$ cat src/hdl/tfdr_pkg.sv
// ----------------------------------------------------------------------------
// tfdr_pkg: shared types, constants and control store of the fan duty ramp
// Holds the microcode table, its field encodings and the divider control.
// ----------------------------------------------------------------------------
package tfdr_pkg;

  // Command codes carried in the low bits of the input tuser.
  localparam logic [1:0] CMD_SET     = 2'd0;
  localparam logic [1:0] CMD_RESTART = 2'd1;
  localparam logic [1:0] CMD_TICK    = 2'd2;

  localparam int        FAN_COUNT   = 3;
  localparam logic [1:0] FAN_LIMIT  = 2'd3;
  localparam logic [15:0] PASSTHROUGH = 16'hFFFF;
  localparam logic [15:0] FAN0_RESET  = 16'h0020;
  localparam logic [16:0] ELAPSED_MAX = 17'h1FFFF;

  // speed mod 321 by reciprocal: q = (speed * 52266) >> 24 is exact for 16 bits.
  localparam logic [15:0] MOD321_RECIP = 16'd52266;
  localparam int          MOD321_SHIFT = 24;
  localparam logic [16:0] MOD321       = 17'd321;

  // Restoring divider: 32-bit dividend, 16-bit divisor and quotient.
  localparam int DIV_W     = 16;
  localparam int DIV_CNT_W = $clog2(DIV_W + 1);

  typedef struct packed {
    logic init;
    logic step;
  } div_ctrl_t;

  // Microcode word layout.
  localparam int PC_W = 5;
  typedef logic [PC_W-1:0] pc_t;

  typedef enum logic [3:0] {
    OP_NOP,
    OP_MODQ,
    OP_WRITE,
    OP_LOAD,
    OP_MUL,
    OP_DINIT,
    OP_DSTEP,
    OP_STORE,
    OP_EMIT
  } op_t;

  typedef enum logic [2:0] {
    JMP_NEXT,
    JMP_ALWAYS,
    JMP_DISPATCH,
    JMP_DIV_LOOP,
    JMP_OUT_WAIT
  } jmp_t;

  typedef struct packed {
    op_t        op;
    logic [1:0] fan;
    jmp_t       jmp;
    pc_t        target;
  } uword_t;

  localparam pc_t PC_IDLE = 5'd0;
  localparam pc_t PC_SET  = 5'd1;
  localparam pc_t PC_TICK = 5'd3;
  localparam pc_t PC_LAST = 5'd18;

  // Control store. Each fan's ramp takes load, multiply, divider setup,
  // sixteen divider steps and a store.
  function automatic uword_t ucode(pc_t pc);
    uword_t w;
    unique case (pc)
      5'd0:    w = '{OP_NOP,   2'd0, JMP_DISPATCH, PC_IDLE};
      5'd1:    w = '{OP_MODQ,  2'd0, JMP_NEXT,     PC_IDLE};
      5'd2:    w = '{OP_WRITE, 2'd0, JMP_ALWAYS,   PC_IDLE};
      5'd3:    w = '{OP_LOAD,  2'd0, JMP_NEXT,     PC_IDLE};
      5'd4:    w = '{OP_MUL,   2'd0, JMP_NEXT,     PC_IDLE};
      5'd5:    w = '{OP_DINIT, 2'd0, JMP_NEXT,     PC_IDLE};
      5'd6:    w = '{OP_DSTEP, 2'd0, JMP_DIV_LOOP, pc};
      5'd7:    w = '{OP_STORE, 2'd0, JMP_NEXT,     PC_IDLE};
      5'd8:    w = '{OP_LOAD,  2'd1, JMP_NEXT,     PC_IDLE};
      5'd9:    w = '{OP_MUL,   2'd1, JMP_NEXT,     PC_IDLE};
      5'd10:   w = '{OP_DINIT, 2'd1, JMP_NEXT,     PC_IDLE};
      5'd11:   w = '{OP_DSTEP, 2'd1, JMP_DIV_LOOP, pc};
      5'd12:   w = '{OP_STORE, 2'd1, JMP_NEXT,     PC_IDLE};
      5'd13:   w = '{OP_LOAD,  2'd2, JMP_NEXT,     PC_IDLE};
      5'd14:   w = '{OP_MUL,   2'd2, JMP_NEXT,     PC_IDLE};
      5'd15:   w = '{OP_DINIT, 2'd2, JMP_NEXT,     PC_IDLE};
      5'd16:   w = '{OP_DSTEP, 2'd2, JMP_DIV_LOOP, pc};
      5'd17:   w = '{OP_STORE, 2'd2, JMP_NEXT,     PC_IDLE};
      5'd18:   w = '{OP_EMIT,  2'd0, JMP_OUT_WAIT, PC_IDLE};
      default: w = '{OP_NOP,   2'd0, JMP_ALWAYS,   PC_IDLE};
    endcase
    return w;
  endfunction

endpackage

$ cat src/hdl/tfdr_divider.sv
// ----------------------------------------------------------------------------
// tfdr_divider: restoring unsigned divider, one quotient bit per stepped cycle
// The caller guarantees the quotient fits in DIV_W bits.
// ----------------------------------------------------------------------------
module tfdr_divider (
  input  logic                              clk,
  input  logic                              rst,
  input  tfdr_pkg::div_ctrl_t               ctrl,
  input  logic [2*tfdr_pkg::DIV_W-1:0]      dividend,
  input  logic [tfdr_pkg::DIV_W-1:0]        divisor,
  output logic [tfdr_pkg::DIV_W-1:0]        quotient,
  output logic                              last
);

  localparam int W = tfdr_pkg::DIV_W;

  logic [W-1:0]                   rem;
  logic [W-1:0]                   quo;
  logic [tfdr_pkg::DIV_CNT_W-1:0] cnt;
  logic [W:0]                     trial;

  // Shift in the next dividend bit and try to take the divisor.
  assign trial = {rem, quo[W-1]} - {1'b0, divisor};

  always_ff @(posedge clk) begin
    if (rst) begin
      cnt <= '0;
    end else if (ctrl.init) begin
      cnt <= tfdr_pkg::DIV_CNT_W'(W);
    end else if (ctrl.step && cnt != '0) begin
      cnt <= cnt - 1'b1;
    end
  end

  always_ff @(posedge clk) begin
    if (ctrl.init) begin
      rem <= dividend[2*W-1:W];
      quo <= dividend[W-1:0];
    end else if (ctrl.step) begin
      if (!trial[W]) begin
        rem <= trial[W-1:0];
      end else begin
        rem <= {rem[W-2:0], quo[W-1]};
      end
      quo <= {quo[W-2:0], ~trial[W]};
    end
  end

  assign quotient = quo;
  assign last     = (cnt == tfdr_pkg::DIV_CNT_W'(1));

endmodule

$ cat src/hdl/three_fan_duty_ramp_unit.sv
// ----------------------------------------------------------------------------
// three_fan_duty_ramp_unit: linear soft-start duty ramp for three fans
// A tick transaction runs three divider passes, then loads its result into the
// output register; the next transaction is taken in the cycle after the result
// is loaded. Synchronous reset restores fan targets and clears the count.
// ----------------------------------------------------------------------------
module three_fan_duty_ramp_unit (
  input  logic        clk,
  input  logic        rst,
  // Configuration: ramp duration in milliseconds.
  input  logic        cfg_we,
  input  logic [15:0] cfg_data,
  // Command stream.
  input  logic        s_tvalid,
  output logic        s_tready,
  input  logic [15:0] s_tdata,   // [15:0] speed
  input  logic [3:0]  s_tuser,   // [1:0] cmd, [3:2] fan_index
  // Duty stream, one transaction per tick.
  output logic        m_tvalid,
  input  logic        m_tready,
  output logic [31:0] m_tdata,   // [9:0] fan0_duty, [18:10] fan1_duty,
                                 // [28:19] fan2_duty, [31:29] zero
  output logic [1:0]  m_tuser    // [0] fan1_passthrough, [1] fan2_passthrough
);

  // The control store in the package sequences a small datapath. Step zero
  // waits for a transaction and dispatches on its command. Set-speed runs a
  // two-step program (reciprocal quotient for mod 321, then the write). A
  // tick runs, for each fan, load, multiply, divider setup, sixteen divider
  // steps and a store, then a final step loads the output register. The
  // output register lets the next command in while the result waits.

  // --------------------------------------------------------------------------
  // Configuration register.
  // --------------------------------------------------------------------------
  logic [15:0] dur;

  always_ff @(posedge clk) begin
    if (rst) begin
      dur <= '0;
    end else if (cfg_we) begin
      dur <= cfg_data;
    end
  end

  // --------------------------------------------------------------------------
  // Sequencer.
  // --------------------------------------------------------------------------
  tfdr_pkg::pc_t    pc;
  tfdr_pkg::pc_t    pc_next;
  tfdr_pkg::uword_t uw;
  logic             in_acc;
  logic             out_free;
  logic [1:0]       cmd;
  logic [1:0]       fan_in;
  logic             div_last;

  assign uw       = tfdr_pkg::ucode(pc);
  assign cmd      = s_tuser[1:0];
  assign fan_in   = s_tuser[3:2];
  assign s_tready = (pc == tfdr_pkg::PC_IDLE);
  assign in_acc   = s_tvalid && s_tready;
  assign out_free = !m_tvalid || m_tready;

  always_comb begin
    pc_next = pc + 1'b1;
    unique case (uw.jmp)
      tfdr_pkg::JMP_NEXT: begin
        pc_next = pc + 1'b1;
      end
      tfdr_pkg::JMP_ALWAYS: begin
        pc_next = uw.target;
      end
      tfdr_pkg::JMP_DISPATCH: begin
        pc_next = uw.target;
        if (in_acc && cmd == tfdr_pkg::CMD_TICK) begin
          pc_next = tfdr_pkg::PC_TICK;
        end else if (in_acc && cmd == tfdr_pkg::CMD_SET && fan_in != tfdr_pkg::FAN_LIMIT) begin
          pc_next = tfdr_pkg::PC_SET;
        end
      end
      tfdr_pkg::JMP_DIV_LOOP: begin
        pc_next = div_last ? pc + 1'b1 : uw.target;
      end
      tfdr_pkg::JMP_OUT_WAIT: begin
        pc_next = out_free ? uw.target : pc;
      end
      default: begin
        pc_next = tfdr_pkg::PC_IDLE;
      end
    endcase
  end

  always_ff @(posedge clk) begin
    if (rst) begin
      pc <= tfdr_pkg::PC_IDLE;
    end else begin
      pc <= pc_next;
    end
  end

  // Decode the control word into datapath enables.
  logic                modq_en;
  logic                write_en;
  logic                load_en;
  logic                mul_en;
  logic                store_en;
  logic                emit_en;
  tfdr_pkg::div_ctrl_t div_ctrl;

  always_comb begin
    modq_en       = 1'b0;
    write_en      = 1'b0;
    load_en       = 1'b0;
    mul_en        = 1'b0;
    store_en      = 1'b0;
    emit_en       = 1'b0;
    div_ctrl      = '0;
    unique case (uw.op)
      tfdr_pkg::OP_NOP:   begin end
      tfdr_pkg::OP_MODQ:  modq_en       = 1'b1;
      tfdr_pkg::OP_WRITE: write_en      = 1'b1;
      tfdr_pkg::OP_LOAD:  load_en       = 1'b1;
      tfdr_pkg::OP_MUL:   mul_en        = 1'b1;
      tfdr_pkg::OP_DINIT: div_ctrl.init = 1'b1;
      tfdr_pkg::OP_DSTEP: div_ctrl.step = 1'b1;
      tfdr_pkg::OP_STORE: store_en      = 1'b1;
      tfdr_pkg::OP_EMIT:  emit_en       = out_free;
      default:            begin end
    endcase
  end

  // --------------------------------------------------------------------------
  // Command capture and millisecond count.
  // --------------------------------------------------------------------------
  logic [1:0]  fan_r;
  logic [15:0] speed_r;
  logic [16:0] elapsed;

  always_ff @(posedge clk) begin
    if (in_acc) begin
      fan_r   <= fan_in;
      speed_r <= s_tdata;
    end
  end

  // The tick advances the count before the ramp is evaluated, so the
  // program always sees the new value.
  always_ff @(posedge clk) begin
    if (rst) begin
      elapsed <= '0;
    end else if (in_acc && cmd == tfdr_pkg::CMD_RESTART) begin
      elapsed <= '0;
    end else if (in_acc && cmd == tfdr_pkg::CMD_TICK && elapsed != tfdr_pkg::ELAPSED_MAX) begin
      elapsed <= elapsed + 1'b1;
    end
  end

  // --------------------------------------------------------------------------
  // Fan targets. Set-speed moves the current target to the previous one.
  // --------------------------------------------------------------------------
  logic [15:0] target   [tfdr_pkg::FAN_COUNT];
  logic [15:0] previous [tfdr_pkg::FAN_COUNT];
  logic [31:0] modq_prod;
  logic [7:0]  mod_q;
  logic [16:0] mod_rem;
  logic [15:0] wr_val;

  // Reciprocal multiply gives speed / 321; the remainder follows next step.
  assign modq_prod = 32'(speed_r) * 32'(tfdr_pkg::MOD321_RECIP);

  always_ff @(posedge clk) begin
    if (modq_en) begin
      mod_q <= modq_prod[tfdr_pkg::MOD321_SHIFT +: 8];
    end
  end

  assign mod_rem = {1'b0, speed_r} - 17'(17'(mod_q) * tfdr_pkg::MOD321);

  // Fan 0 never goes to passthrough; fans 1 and 2 keep the all-ones code.
  always_comb begin
    if (fan_r == 2'd0) begin
      wr_val = {7'd0, mod_rem[8:0]};
    end else if (speed_r == tfdr_pkg::PASSTHROUGH) begin
      wr_val = tfdr_pkg::PASSTHROUGH;
    end else if (fan_r == 2'd1) begin
      wr_val = {8'd0, speed_r[7:0]};
    end else begin
      wr_val = {7'd0, mod_rem[8:0]};
    end
  end

  always_ff @(posedge clk) begin
    if (rst) begin
      target[0]   <= tfdr_pkg::FAN0_RESET;
      target[1]   <= tfdr_pkg::PASSTHROUGH;
      target[2]   <= tfdr_pkg::PASSTHROUGH;
      previous[0] <= tfdr_pkg::FAN0_RESET;
      previous[1] <= tfdr_pkg::PASSTHROUGH;
      previous[2] <= tfdr_pkg::PASSTHROUGH;
    end else if (write_en) begin
      previous[fan_r] <= target[fan_r];
      target[fan_r]   <= wr_val;
    end
  end

  // --------------------------------------------------------------------------
  // Ramp datapath: last + (target - last) * elapsed / duration, computed on
  // magnitudes so the divider truncates toward zero, then the sign returns.
  // Targets are read as 16-bit two's complement, so passthrough counts as -1.
  // --------------------------------------------------------------------------
  logic [15:0]        rd_to;
  logic [15:0]        rd_from;
  logic signed [16:0] diff;
  logic [16:0]        diff_neg;
  logic               load_bypass;

  logic [15:0] op_to;
  logic [15:0] op_from;
  logic        op_neg;
  logic [15:0] op_mag;
  logic        op_bypass;
  logic [31:0] prod;
  logic [15:0] quo;

  assign rd_to       = target[uw.fan];
  assign rd_from     = previous[uw.fan];
  assign diff        = $signed({rd_to[15], rd_to}) - $signed({rd_from[15], rd_from});
  assign diff_neg    = 17'(-diff);
  // Past the end of the ramp, or with no ramp at all, the target applies.
  assign load_bypass = (dur == '0) || (elapsed > {1'b0, dur});

  always_ff @(posedge clk) begin
    if (load_en) begin
      op_to     <= rd_to;
      op_from   <= rd_from;
      op_neg    <= diff[16];
      op_mag    <= diff[16] ? diff_neg[15:0] : diff[15:0];
      op_bypass <= load_bypass;
    end
  end

  // When the ramp is live, elapsed does not exceed the 16-bit duration.
  always_ff @(posedge clk) begin
    if (mul_en) begin
      prod <= 32'(op_mag) * 32'(elapsed[15:0]);
    end
  end

  tfdr_divider u_div (
    .clk      (clk),
    .rst      (rst),
    .ctrl     (div_ctrl),
    .dividend (prod),
    .divisor  (dur),
    .quotient (quo),
    .last     (div_last)
  );

  logic [17:0] quo_x;
  logic [17:0] ramp;

  assign quo_x = {2'd0, quo};
  assign ramp  = op_bypass ? {{2{op_to[15]}}, op_to}
                           : {{2{op_from[15]}}, op_from} + (op_neg ? 18'(-quo_x) : quo_x);

  logic [9:0] duty0;
  logic [8:0] duty1;
  logic [9:0] duty2;

  always_ff @(posedge clk) begin
    if (store_en) begin
      case (uw.fan)
        2'd0:    duty0 <= ramp[9:0];
        2'd1:    duty1 <= ramp[8:0];
        default: duty2 <= ramp[9:0];
      endcase
    end
  end

  // --------------------------------------------------------------------------
  // Output register. A fan in passthrough reports a zero duty.
  // --------------------------------------------------------------------------
  logic pass1;
  logic pass2;

  assign pass1 = (target[1] == tfdr_pkg::PASSTHROUGH);
  assign pass2 = (target[2] == tfdr_pkg::PASSTHROUGH);

  always_ff @(posedge clk) begin
    if (rst) begin
      m_tvalid <= 1'b0;
    end else if (emit_en) begin
      m_tvalid <= 1'b1;
    end else if (m_tready) begin
      m_tvalid <= 1'b0;
    end
  end

  always_ff @(posedge clk) begin
    if (emit_en) begin
      m_tdata <= {3'd0, pass2 ? 10'd0 : duty2, pass1 ? 9'd0 : duty1, duty0};
      m_tuser <= {pass2, pass1};
    end
  end

`ifndef SYNTHESIS
  // The program counter stays inside the control store.
  a_pc_range: assert property (@(posedge clk) disable iff (rst)
    pc <= tfdr_pkg::PC_LAST)
    else $error("sequencer left the control store");

  // An accepted tick must start the ramp program.
  a_tick_starts: assert property (@(posedge clk) disable iff (rst)
    (in_acc && cmd == tfdr_pkg::CMD_TICK) |=> (pc == tfdr_pkg::PC_TICK))
    else $error("tick did not start the ramp program");

  // The count only moves back on a restart.
  a_elapsed_mono: assert property (@(posedge clk) disable iff (rst)
    !(in_acc && cmd == tfdr_pkg::CMD_RESTART) |=> elapsed >= $past(elapsed))
    else $error("millisecond count went backward");

  // A result reporting passthrough carries zero duty for that fan.
  a_pass_zero: assert property (@(posedge clk) disable iff (rst)
    (m_tvalid && (m_tuser[0] || m_tuser[1])) |->
      ((!m_tuser[0] || m_tdata[18:10] == 9'd0) && (!m_tuser[1] || m_tdata[28:19] == 10'd0)))
    else $error("passthrough fan reported a nonzero duty");
`endif

endmodule

$ cat config.mk
export PLATFORM = sky130hd
export DESIGN_NAME = three_fan_duty_ramp_unit
export DESIGN_NICKNAME = d
export VERILOG_FILES = /design/src/hdl/tfdr_pkg.sv /design/src/hdl/tfdr_divider.sv /design/src/hdl/three_fan_duty_ramp_unit.sv
export SDC_FILE = /design/constraint.sdc
export NUM_CORES = 1
export LEC_CHECK = 0
export BUFFER_PORTS_ARGS = -buffer_cell sky130_fd_sc_hd__buf_2
export CAP_MARGIN = 0
export CORE_MARGIN = 4
export CORE_UTILIZATION = 45
export DETAILED_ROUTE_END_ITERATION = 10
export PLACE_DENSITY = 0.58
export RECOVER_POWER = 50
export SETUP_SLACK_MARGIN = 0.02
export SYNTH_ARGS = -nofsm -noshare
export SYNTH_HDL_FRONTEND = slang
export SYNTH_HIERARCHICAL = 1
export SYNTH_SLANG_ARGS = --single-unit
$ cat constraint.sdc
create_clock -name clk -period 7.9 [get_ports clk]
set_clock_uncertainty 0.2 [all_clocks]
set_input_delay 0.79 -clock clk [delete_from_list [all_inputs] [get_ports clk]]
set_output_delay 0.79 -clock clk [all_outputs]
set_load 0.01 [all_outputs]
==> results.yml <==
power:
  pwr-share-seq_pct: 28.5
  p_switching_mw: 2.780
  power_leakage_nw: 13.18
  power_density_nw_per_um2: 244.8
  power.total_mw: 7.314
  swShare_pct: 38.01
  peakVddDrop_mv: 0.3209
  combPwrFrac_pct: 48.7
  clockPowerShare_pct: 22.8
  intPower_mw: 4.534
sta:
  max_slew_margin_pct: -55.27
  fmax_mhz: 142.2
  slew_violations: 169
  finalCriticalPeriod_ns: 7.034
  rsz0062_at_grt: "no"
  fin_setup_tns_ns: 0
  finalSetupViolations: 0
  final.period_utilization_pct: 89.04
  tightest_slew_ns: 2.329
  hold_violations: 0
cts:
  cts_root_buffer: "clkbuf_16"
  cts_buffers: 40
  cts_tree: "built"
  clk_pin_slew_worst_paths_ns: 0.05
  postCtsSetupRepairBufs: 0
  cts_hold_buf: 0
  cts_resized: 0
  cts_buffer_depth: 3
  htree_levels: 2
  cts_sinks: 314
  insertion_delay_ns: 0.55
critical_path:
  critPathLaunchType: "flop"
  arrival_ns: 7.12
  required_ns: 7.99
  critical_path_class: "reg -> reg"
  crit_buf_inv: 4
  path_delay_family: "adder cells"
  crit_slowest_cell: "dfxtp_1"
  path_common_cell: "fa_1"
  end_kind: "flop"
  path_max_fanout: 14
  critical_path.max_stage_delay_ns: 0.80
  path_cells: "clkbuf_1, nand2_1, fa_1, fa_1, inv_1, ha_1, inv_1, fa_1, fa_1, inv_1, fa_1, ha_1, a21o_1, a21o_1, a2111oi_0, nor3_1, a41o_1, a311oi_1, o21bai_1, a21oi_1, xnor2_1"
outcome:
  status: "complete, but fails checks"
  violations: "max-capacitance violations, max-slew violations"
die:
  design.core.area_um2: 60580
  die_area_um2: 65370
  fp-row-count: 90
  die_h_um: 255.7
  start_util_pct: 45.56
  io-pin-count: 77
  die_x_um: 255.7
cells_and_area:
  fin_nets: 3258
  syn2layout_area_growth_pct: 8.250
  layout-drive-gt1-share_pct: 6.779
  most-common-layout-cells: "inv_1, ha_1, edfxtp_1, nand2_1, fa_1"
  diodes: 0
  postLayoutCellArea_um2: 29880
  layout.cells.most_common: "inv_1"
  finish.utilization_pct: 49.32
grt:
  globalRouteMet1Util_pct: 27.67
  grt_max_degree: 50
  grt_util_all_layers_pct: 19.59
  use_met2_pct: 32.54
  grt_pass1_vias: 19399
  grtUsageMet3_pct: 2.790
  grt.overflow.total: 0
  antenna_found_initial: 2
  grt_first_pass_wirelength_um: 104200
  grt-busiest-layer: "met2"
logic_synthesis:
  ys.warnings.count: 6
  syn_area_um2: 27600
  async_flop_share_pct: 0
  yosysUniqueCellTypes: 83
  postSynthCellCount: 2591
  yosysSeqAreaShare_pct: 32.49
  ys_seq_elements: 314
  synth_flop_cell: "edfxtp_1"
  postSynthAreaPerCell_um2: 10.65
  synth_edf_count: 268
detailed_routing:
  avgViaCountPerCell: 5.306
  routed_wl_um: 63090
  drt_iter0_markers: 1022
  wire_per_inst_um: 18.28
  vias: 18317
  antenna_left: 0
  route.detailed.drc: 0
  dr.pass1.iters: 5
place:
  gp_congestion: 0.8631
  placed_cell_area_um2: 28780
  io_buffer_count: 73
  dp_hpwl_um: 49250
min_path:
  hold_path_class: "reg -> reg"
run:
  max_cap_violations: 5
## worst paths after layout
path                           startpoint              endpoint  slack (ns)  cells after the start
setup / recovery  elapsed[3]$_SDFFE_PP0P_    prod[24]$_DFFE_PN_        0.87                     21
setup reg to reg  elapsed[3]$_SDFFE_PP0P_    prod[24]$_DFFE_PN_        0.87                     21
hold / removal         duty0[5]$_DFFE_PP_  m_tdata[5]$_DFFE_PP_        0.22                      0
hold reg to reg        duty0[5]$_DFFE_PP_  m_tdata[5]$_DFFE_PP_        0.22                      0
## synthesized netlist by cell type (all sizes together), types with 26 or more instances
master	instances	share of area (%)
a21o	26	0.71
a21oi	80	1.5
and2	131	3.0
clkbuf	75	1.0
dfxtp	46	3.3
edfxtp	268	29
fa	249	18
ha	327	15
inv	419	5.7
mux2i	30	1.1
mux4	30	2.4
nand2	254	3.5
nand2b	33	0.75
nor2	106	1.5
nor2b	31	0.70
nor3	38	0.71
o21ai	77	1.4
xnor2	70	2.2
xor2	42	1.3
## power by group through the flow
stage / Combinational, mW / Clock [mW] / Sequential [mW]
detailed placement: 3.61 / 0 / 2.12
global route: 4.19 / 1.79 / 2.10
finish: 3.56 / 1.67 / 2.09
CTS: 3.64 / 1.71 / 2.09
floorplan: 2.75 / 0 / 2.05
global placement: 3.50 / 0 / 2.12
## worst reg2reg max path, delay by kind of cell (launching register included)
| family | cells | cell delay (ns) |
|---|---|---|
| adder cells (fa/ha/maj) | 7 | 2.87 |
| AND/OR/NAND/NOR | 2 | 0.26 |
| buffers and inverters | 4 | 0.60 |
| XOR/XNOR | 1 | 0.08 |
| flip-flops | 1 | 0.80 |
| AO/OA/AOI/OAI | 7 | 1.99 |
## layout make-up
class                   count  area (µm²)
fillers                  5576       30700
multi-input cells        1768       16680
flip-flops and latches    314        8969
inverters                 419        1573
clock buffers              49        1045
well taps                 782       978.4
repair buffers             98       478.0
clock inverters            22       158.9
## kinds of logic after synthesis
kind of cell / Yosys count / share of synthesized area (%)
flops: 314 / 32.49
fa+ha+maj: 576 / 32.88
mux: 78 / 4.270
xor+xnor: 112 / 3.554
other cells: 1 / 0.01359
compound gates: 282 / 6.690
buf+inv: 514 / 7.166
simple gates: 714 / 12.94
## stage by stage
step	setup slack (ns)	cells	hold WS [ns]
2_1_floorplan	1.456	2596	0.2003
3_3_place_gp	1.086	3381	0.2042
3_5_place_dp	1.004	3381	0.2045
4_1_cts	1.008	3452	0.2002
5_1_grt	0.4567	3452	0.1942
6_report	0.8662	3452	0.2174
## state kept, by name, indices dropped and copies added, names as in the netlist, 2 cells and up, named ones only
signal	flops
mod_q	8
u_div/quotient	16
target	40
m_tuser	2
u_div/rem	16
previous	40
elapsed	17
op_mag	16
fan_r	2
op_from	10
duty0	10
duty1	9
prod	32
duty2	10
u_div/cnt	5
op_to	10
dur	16
speed_r	16
m_tdata	29
pc	5
## routing by layer
metal / routed length, µm / vias to the layer above
met5: 0 / -
met4: 1192 / 0
met2: 29580 / 453
met1: 29040 / 9035
li1: - / 8752
met3: 3272 / 77
No activity file was read; power rests on OpenSTA's default activity.
